## src/rtl/core/jrs_pkg.sv

```systemverilog
// Shared types, widths and the sort-key helper function of the Johnson-rule sequencer.
`default_nettype none
package jrs_pkg;

  localparam int MAX_JOBS_DEF = 32;
  localparam int ID_W         = 16;
  localparam int TIME_W       = 16;
  localparam int KEY_W        = TIME_W + 1;
  localparam int SK_W         = KEY_W + 1;

  // A stored job: its id and one sort key in which a smaller value goes first.
  typedef struct packed {
    logic [ID_W-1:0] id;
    logic [SK_W-1:0] sk;
  } entry_t;

  // Chain-wide control for one cycle.
  typedef struct packed {
    logic insert;
    logic shift_up;
  } cell_ctrl_t;

  // Group one (t1 <= t2) sorts ascending by t1, group two descending by t2.
  // Placing the group in the top bit and inverting the group-two key folds
  // both orders into one unsigned ascending compare.
  function automatic logic [SK_W-1:0] make_sort_key(
    input logic [TIME_W-1:0] time_first,
    input logic [TIME_W-1:0] time_second,
    input logic [TIME_W-1:0] lag
  );
    logic [KEY_W-1:0] t1;
    logic [KEY_W-1:0] t2;
    t1 = {1'b0, time_first} + {1'b0, lag};
    t2 = {1'b0, time_second} + {1'b0, lag};
    if (t1 <= t2) begin
      return {1'b0, t1};
    end else begin
      return {1'b1, ~t2};
    end
  endfunction

endpackage
`default_nettype wire

```

## src/rtl/core/johnson_rule_sequencer_top.sv

```systemverilog
// Top level of the Johnson-rule sequencer: control and the chain of sorting cells.
`default_nettype none
// Jobs are loaded one word per cycle: a word is taken at a clock edge where
// start is high and busy is low. Each job is placed into its sorted position
// in a row of MAX_JOBS cells in the same cycle, so loading runs at one job per
// clock. The order is group one (first time plus lag not above second time
// plus lag) ascending by that key, then group two descending by second time
// plus lag; equal keys keep arrival order. When the word marked last_job is
// taken, busy rises on the next cycle and the stored jobs stream out of the
// head of the chain one per clock, each shown for exactly one cycle with
// out_strobe high. The receiver cannot stall this stream, so it must take a
// word on every strobe. Busy stays high until the last stored job has been
// shown. out_seq_last marks the final word, and out_overflow is high on
// every word of a sequence during whose loading jobs were dropped because
// all cells were full. After the stream the chain is empty and the next load
// may begin.
module johnson_rule_sequencer_top #(
  parameter int MAX_JOBS = jrs_pkg::MAX_JOBS_DEF
) (
  input  wire logic                        clk,
  input  wire logic                        rst_n,
  input  wire logic                        start,
  output logic                             busy,
  input  wire logic [jrs_pkg::ID_W-1:0]    in_job_id,
  input  wire logic [jrs_pkg::TIME_W-1:0]  in_time_first,
  input  wire logic [jrs_pkg::TIME_W-1:0]  in_time_second,
  input  wire logic [jrs_pkg::TIME_W-1:0]  in_lag,
  input  wire logic                        in_last_job,
  output logic                             out_strobe,
  output logic [jrs_pkg::ID_W-1:0]         out_seq_job_id,
  output logic                             out_seq_last,
  output logic                             out_overflow
);

  localparam int CNT_W = $clog2(MAX_JOBS + 1);

  localparam logic ST_LOAD = 1'b0;
  localparam logic ST_EMIT = 1'b1;

  logic             state_r;
  logic             state_nxt;
  logic [CNT_W-1:0] count_r;
  logic [CNT_W-1:0] count_nxt;
  logic             ovf_r;
  logic             ovf_nxt;

  logic                accept;
  logic                has_room;
  jrs_pkg::entry_t     new_word;
  jrs_pkg::cell_ctrl_t ctrl;

  jrs_pkg::entry_t cell_word [MAX_JOBS];
  logic [MAX_JOBS-1:0] cell_before;

  assign busy     = (state_r == ST_EMIT);
  assign accept   = start && !busy;
  assign has_room = (count_r < CNT_W'(MAX_JOBS));

  assign new_word.id = in_job_id;
  assign new_word.sk = jrs_pkg::make_sort_key(in_time_first, in_time_second, in_lag);

  // Insertion happens only when a cell is free; emission shifts the chain
  // toward the head, one job per cycle.
  assign ctrl.insert   = accept && has_room;
  assign ctrl.shift_up = busy;

  // The head cell drives the job id port directly; the other result ports come from the control state while emitting.
  assign out_strobe     = busy;
  assign out_seq_job_id = cell_word[0].id;
  assign out_seq_last   = busy && (count_r == CNT_W'(1));
  assign out_overflow   = busy && ovf_r;

  // The count of stored jobs tells each cell whether it holds a job.
  genvar gi;
  generate
    for (gi = 0; gi < MAX_JOBS; gi++) begin : g_cell
      jrs_pkg::entry_t prev_w;
      jrs_pkg::entry_t next_w;
      logic            prev_b;

      if (gi == 0) begin : g_head
        assign prev_w = new_word;
        assign prev_b = 1'b0;
      end else begin : g_body
        assign prev_w = cell_word[gi-1];
        assign prev_b = cell_before[gi-1];
      end

      if (gi == MAX_JOBS - 1) begin : g_tail
        assign next_w = '0;
      end else begin : g_inner
        assign next_w = cell_word[gi+1];
      end

      jrs_cell u_cell (
        .clk         (clk),
        .ctrl        (ctrl),
        .occupied    (count_r > CNT_W'(gi)),
        .new_word    (new_word),
        .prev_before (prev_b),
        .prev_word   (prev_w),
        .next_word   (next_w),
        .ahead       (cell_before[gi]),
        .word        (cell_word[gi])
      );
    end
  endgenerate

  always_comb begin
    state_nxt = state_r;
    count_nxt = count_r;
    ovf_nxt   = ovf_r;
    unique case (state_r)
      ST_LOAD: begin
        if (accept) begin
          if (has_room) begin
            count_nxt = count_r + CNT_W'(1);
          end else begin
            ovf_nxt = 1'b1;
          end
          if (in_last_job) begin
            state_nxt = ST_EMIT;
          end
        end
      end
      ST_EMIT: begin
        count_nxt = count_r - CNT_W'(1);
        if (count_r == CNT_W'(1)) begin
          state_nxt = ST_LOAD;
          ovf_nxt   = 1'b0;
        end
      end
      default: begin
        state_nxt = ST_LOAD;
      end
    endcase
  end

  always_ff @(posedge clk) begin
    if (!rst_n) begin
      state_r <= ST_LOAD;
      count_r <= '0;
      ovf_r   <= 1'b0;
    end else begin
      state_r <= state_nxt;
      count_r <= count_nxt;
      ovf_r   <= ovf_nxt;
    end
  end

endmodule
`default_nettype wire

```

## src/rtl/core/jrs_cell.sv

```systemverilog
// One cell of the sorted insertion chain; holds one job.
`default_nettype none
module jrs_cell (
  input  wire logic               clk,
  input  wire jrs_pkg::cell_ctrl_t ctrl,
  input  wire logic               occupied,
  input  wire jrs_pkg::entry_t    new_word,
  input  wire logic               prev_before,
  input  wire jrs_pkg::entry_t    prev_word,
  input  wire jrs_pkg::entry_t    next_word,
  output logic                    ahead,
  output jrs_pkg::entry_t         word
);

  jrs_pkg::entry_t word_r;
  jrs_pkg::entry_t word_nxt;

  // Strict compare keeps equal keys in arrival order.
  assign ahead = !occupied || (new_word.sk < word_r.sk);
  assign word  = word_r;

  always_comb begin
    word_nxt = word_r;
    if (ctrl.shift_up) begin
      word_nxt = next_word;
    end else if (ctrl.insert && ahead) begin
      word_nxt = prev_before ? prev_word : new_word;
    end
  end

  always_ff @(posedge clk) begin
    word_r <= word_nxt;
  end

endmodule
`default_nettype wire
```

## config.mk

```make
export PLATFORM = sky130hd
export DESIGN_NAME = johnson_rule_sequencer_top
export DESIGN_NICKNAME = d
export VERILOG_FILES = /design/src/rtl/core/jrs_pkg.sv /design/src/rtl/core/johnson_rule_sequencer_top.sv /design/src/rtl/core/jrs_cell.sv
export SDC_FILE = /design/constraint.sdc
export NUM_CORES = 2
export LEC_CHECK = 0
export BUFFER_PORTS_ARGS = -buffer_cell sky130_fd_sc_hd__buf_4
export CORE_UTILIZATION = 40
export CTS_BUF_LIST = sky130_fd_sc_hd__clkbuf_16
export DETAILED_ROUTE_END_ITERATION = 8
export HOLD_SLACK_MARGIN = 0.1
export SYNTH_ARGS = -nofsm -noshare
export SYNTH_HDL_FRONTEND = slang
export SYNTH_SLANG_ARGS = --single-unit
```

## constraint.sdc

```tcl
create_clock -name clk -period 12.6 [get_ports clk]
set_input_delay 1.26 -clock clk [delete_from_list [all_inputs] [get_ports clk]]
set_output_delay 1.26 -clock clk [all_outputs]
set_load 0.01 [all_outputs]
```

======== After elaboration in Yosys (flattened, before gate mapping) ========
Index checks and enable logic that the tools add are counted.
word-level totals
  output and inout bits ................... 20
  logic and storage cells ................. 383
  flip-flop bits (word level) ............. 1096
operators by class
  reduce and logical (&&, ||, !) cells .... 134
  add/subtract/negate cells ............... 4
  multiplexer cells ....................... 105
  bitwise operators ....................... 2
  eq/ne operators ......................... 5
  $lt $le $gt $ge ......................... 66
operator list
  kind                                                                              count
  34-bit two-way mux                                                                93
  18-bit < comparator                                                               32
  6-bit by 5-bit greater-than comparator with 1-bit output (second input constant)  16
  2-bit nonzero test                                                                31
  6-bit by 4-bit greater-than comparator with 1-bit output (second input constant)  8
  1-bit logical AND                                                                 36
  16-bit by 16-bit adder with 17-bit output                                         2
  1-bit logical NOT                                                                 33
  1-bit logical OR                                                                  32
  6-bit by 3-bit greater-than comparator with 1-bit output (second input constant)  4
  18-bit two-way mux                                                                1
  17-bit <= comparator                                                              1
  17-bit NOT                                                                        1
  6-bit by 1-bit greater-than comparator with 1-bit output (second input constant)  2
  6-bit by 2-bit greater-than comparator with 1-bit output (second input constant)  2
  6-bit two-way mux                                                                 2
  6-bit case mux with 2 select lines                                                1
  6-bit by 1-bit adder with 6-bit output (second input constant)                    1
  6-bit by 1-bit == test with 1-bit output (second input constant)                  1
  6-bit < comparator (second input constant)                                        1
  1-bit two-way mux                                                                 6
  2-bit != test (second input constant)                                             3
  6-bit by 1-bit subtractor with 6-bit output (second input constant)               1
  1-bit case mux with 2 select lines                                                2
  other kinds (4)                                                                   4

======== Longest topological paths before layout ========
  depth in word-level cells ............... 8
  gate-level depth with buffers ........... 30
  gate-level depth less buffers ........... 25

======== Cells and area by module ========
A second synthesis with hierarchy kept.
second synthesis, totals
  cell total of the unflattened synthesis .. 7221
  area total of the unflattened synthesis .. 72423.2 um^2
modules (own cells, without submodules)
  module                            cells each  seq. area each (um^2)  area an instance (um^2)  times used
  jrs_cell at g_cell[0].u_cell ...  214         1021.0                 2178.3                   29
  jrs_cell at g_cell[7].u_cell ...  211         1021.0                 2157.1                   3
  johnson_rule_sequencer_top        382         160.2                  2780.2                   1

======== Worst setup path after synthesis ========
Ideal clock, no wire load.
  path kind ............................... in2reg
  start ................................... input port in_time_second[0] (netlist name)
  end ..................................... register g_cell[30].u_cell.word_r, in the netlist g_cell[30].u_cell.word[0], enable pin
  library setup time ...................... 472 ps
  arrival time ............................ 10030 ps
  path slack .............................. 2097 ps
  data required time ...................... 12128 ps
  path buffers ............................ 4
  stages .................................. 26
  cells stage by stage .................... ha_1 fa_1 a211oi_1 o21ai_0 a31oi_1 nor3_1 o21ai_0 nand2_1 ha_1 and4_1 and4_1 nand2_1 o22a_1 inv_2 clkbuf_1 clkbuf_1 clkbuf_1 ha_1 and3_1 and4_1 a21oi_1 o311ai_0 or3b_2 o221a_2 clkbuf_1 o21ai_0
on the way
  longest elaborated chain between the ends .. 7
  elaborated cells between the ends (all ways) .. 8
  classes of those cells .................. add/sub (1); order compare (2); mux (1); bitwise (1); reduce/logical (3)
ends and longest elaborated chain
  what                                                       line                              text
  from (decl)                                                johnson_rule_sequencer_top.sv:26  input wire logic [jrs_pkg::TIME_W-1:0] in_time_second,
  16-bit by 16-bit adder with 17-bit output (*)              jrs_pkg.sv:34                     t2 = {1'b0, time_second} + {1'b0, lag};
  17-bit <= comparator / 17-bit NOT (equally long branches)  jrs_pkg.sv:35, jrs_pkg.sv:38
  18-bit two-way mux (*)                                     jrs_pkg.sv:35                     if (t1 <= t2) begin
  18-bit < comparator (*)                                    jrs_cell.sv:19                    assign ahead = !occupied || (new_word.sk < word_r.sk);
  1-bit logical OR (*)                                       jrs_cell.sv:19
  1-bit logical AND (*)                                      jrs_cell.sv:26                    end else if (ctrl.insert && ahead) begin
  2-bit nonzero test (no source line) (*)                    -
  to (signal assigned)                                       jrs_cell.sv:32                    word_r <= word_nxt;
  to (decl)                                                  jrs_cell.sv:15                    jrs_pkg::entry_t word_r;
Every way passes the cells marked *; elsewhere a longest branch is shown, timed or not.
A chain may end at the register's enable or synchronous reset.

======== Final worst setup path ========
  start ................................... input port in_time_second[0] (netlist name)
  end ..................................... register g_cell[30].u_cell.word_r, in the netlist g_cell[30].u_cell.word[19], enable pin
Same word-level chain as after synthesis.

==> results.txt <==
Outcome = completed
Bufs on Longest Clock Path = 3
Share of layout cells above drive strength 1 = 7.24%
Clk sinks = 1096
Critical-path top delay cell = o21ai_4
Area delta synth->final = 9.39%
Cell area power density = 233 nW/µm²
Post-synth EDFFs = 1054
DRC violations left = 0
Total die area = 181000 µm²
Pin count of the biggest net entering global routing = 273
Setup Skew = 0.0495 ns
Final worst slack = 2.62 ns
Initial Utilization = 40.5%
Setup_tns = 0 ns
DR vias/cell = 5.82
Hold Buf Count CTS = 0
Diode count = 0
Syn_nets = 7730
Final Cycle Share = 79.2%
YS warnings = 0
Synth top area share = 44.2%
FP Rows = 154
Post-DP HPWL = 149 mm
H-tree levels = 4
Post-Route WL = 213 mm
Avg Cell Area, Syn = 10.1 µm²
Worst VDD drop = 124 µV
Worst skew pair latency = 0.79 ns
IO buf count = 87
Placement Cell Area = 74000 µm²
Reg clk slew, reported paths = 0.06 ns
Post-CTS Resized = 0
Most frequent CP cell = buf_4
Post-CTS setup buffer count = 0
WP data required = 13.04 ns
Kind of critical path = in2reg
DR iter-0 viols = 5387
Core ar. = 177000 µm²
Final Critical Period = 9.98 ns
Top cells by area, synth = edfxtp_1, mux2i_1, ha_1, nand2_1, o21ai_0
Slew HR = 19.6%
First-pass GRT wire length = 326 mm
RSZ-0062 raised after global routing = false
Fmax = 100 MHz
GRT Util Overall = 23.1%
Placer Congestion = 0.899
Max Transition Viols Final = 0
Commonest non-fill, non-tap cell in the layout = nand2_1
Hold Path Class = reg2reg
Worst slack, placed = 2.06 ns
Total gr overflow = 0
Worst-margin pin slew = 1.21 ns
Chip height = 425 µm
Fin. Hold Viols = 0
Routed Antenna Nets = 0
Design area = 78300 µm²
Startpoint types = input pin
Commonest non-fill, non-tap cells in the layout = nand2_1, edfxtp_1, mux2i_1
Synth cell types = 90
MaxCap Viol Count = 0
TritonRoute pass-1 iters = 7
CTS tree = done
Synth async-reset ratio = 0%
P_leak = 33.1 nW
Critical Path Max Stage Delay = 0.64 ns
WL per Instance = 22.8 µm
CTS buffer count = 133
Main synth FF type = edfxtp_1
Nets = 7565
Area of the mapped netlist = 71600 µm²
Family with the most delay on the worst path = compound AO/OA/AOI/OAI gates
FF+latch count, synth = 1096
CP arrival = 10.41 ns
Antenna violations before repair = 2
Vias in the first global route = 53300
Cell taking the most area after synthesis = edfxtp_1
Post-synthesis instance total = 7081
Final setup fails = 0
Worst Path Max Fanout = 34
Register area share after synthesis = 45.4%
Worst Path Buf+Inv = 6
Via count = 54505
CTS Root Cell = clkbuf_16
DIE WIDTH = 425 µm
Worst Setup End Kind = register
# fillers = 16746
IO Count = 88
-- synthesized netlist by cell type, types with 12 or more instances --
library cell  instances
xor2_1               12
nor3_1               38
a221o_1              41
o221ai_1             82
nand2b_1             19
o211ai_1             30
o311ai_0             42
a21oi_1             173
nand2_1            1117
o21bai_1             14
buf_1                12
nor2b_1              35
inv_1               562
a211o_1              15
mux2i_1             858
o21ai_0             726
buf_6                52
and3_1               15
clkbuf_1            330
nand3_1             144
nand4_1              98
nor4_1               28
mux2_2               35
xnor2_1              12
o21ai_1             269
buf_2                66
dfxtp_1              42
a31oi_1              29
nor2_1              148
ha_1                579
edfxtp_1           1054
a211oi_1             47
o21a_1               26
buf_4                48
and2_1               16
a21o_1               87
-- final timing paths --
check | from | endpoint | slack [ns] | cells past startpoint
min reg2reg | g_cell[31].u_cell.word[14]$_SDFFE_PP0P_ | g_cell[31].u_cell.word[14]$_SDFFE_PP0P_ | 0.50 | 2
max reg2reg | busy$_SDFF_PN0_ | g_cell[23].u_cell.word[22]$_DFFE_PP_ | 7.41 | 6
min | g_cell[31].u_cell.word[14]$_SDFFE_PP0P_ | g_cell[31].u_cell.word[14]$_SDFFE_PP0P_ | 0.50 | 2
max | in_time_second[0] | g_cell[30].u_cell.word[19]$_DFFE_PP_ | 2.62 | 28
-- layout make-up --
type / instances / area [µm²] / area share, %
clock buffer: 133 / 3330 / 4.25
clock inverter: 112 / 980 / 1.25
inverter: 565 / 2130 / 2.72
multi-input combinational: 4909 / 34700 / 44.4
sequential: 1096 / 32500 / 41.5
tap: 2340 / 2930 / 3.74
timing repair buffer: 211 / 1680 / 2.15
-- report_power, final --
part	switching (mW)	leakage (nW)	internal, mW
sequential	1.04	10.9	5.86
combinational	4.70	20.0	2.85
clock	1.67	2.22	2.15
-- worst reg2reg max path, delay by kind of cell, from the launching register on --
family | cells | cell delay, ns
buffers and inverters | 5 | 3.72
flip-flops | 1 | 0.71
AO/OA/AOI/OAI | 1 | 0.45
-- stage by stage --
step                std cells  util, %  total power [mW]  hold WS, ns
floorplan                7081        -              11.8        0.467
global placement         9121     41.8              14.1        0.479
detailed placement       9121     41.8              14.4        0.492
CTS                      9366     44.3              18.2        0.505
global route             9366     44.3              19.4        0.529
finish                   9366     44.3              18.3        0.500
-- state kept, by name, indices dropped and copies added, names as in the netlist --
signal              cells
busy                    1
count_r                 6
g_cell.u_cell.word   1088
ovf_r                   1
-- layer usage --
layer | vias up | track usage, % | part of all wire (%)
li1 | 25559 | - | -
met1 | 26768 | 33.2 | 47
met2 | 1852 | 36.1 | 45
met3 | 322 | 3.11 | 6.4
met4 | 4 | 6.22 | 2.4
met5 | - | 0 | 0.013
-- kinds of logic after synthesis --
| group | synth area share [%] |
|---|---|
| compound gates | 14.8 |
| xor+xnor | 0.294 |
| fa+ha+maj | 10.2 |
| buf+inv | 6.60 |
| flops | 45.4 |
| mux | 12.6 |
| simple gates | 10.2 |
(Power assumes the default switching activity.)
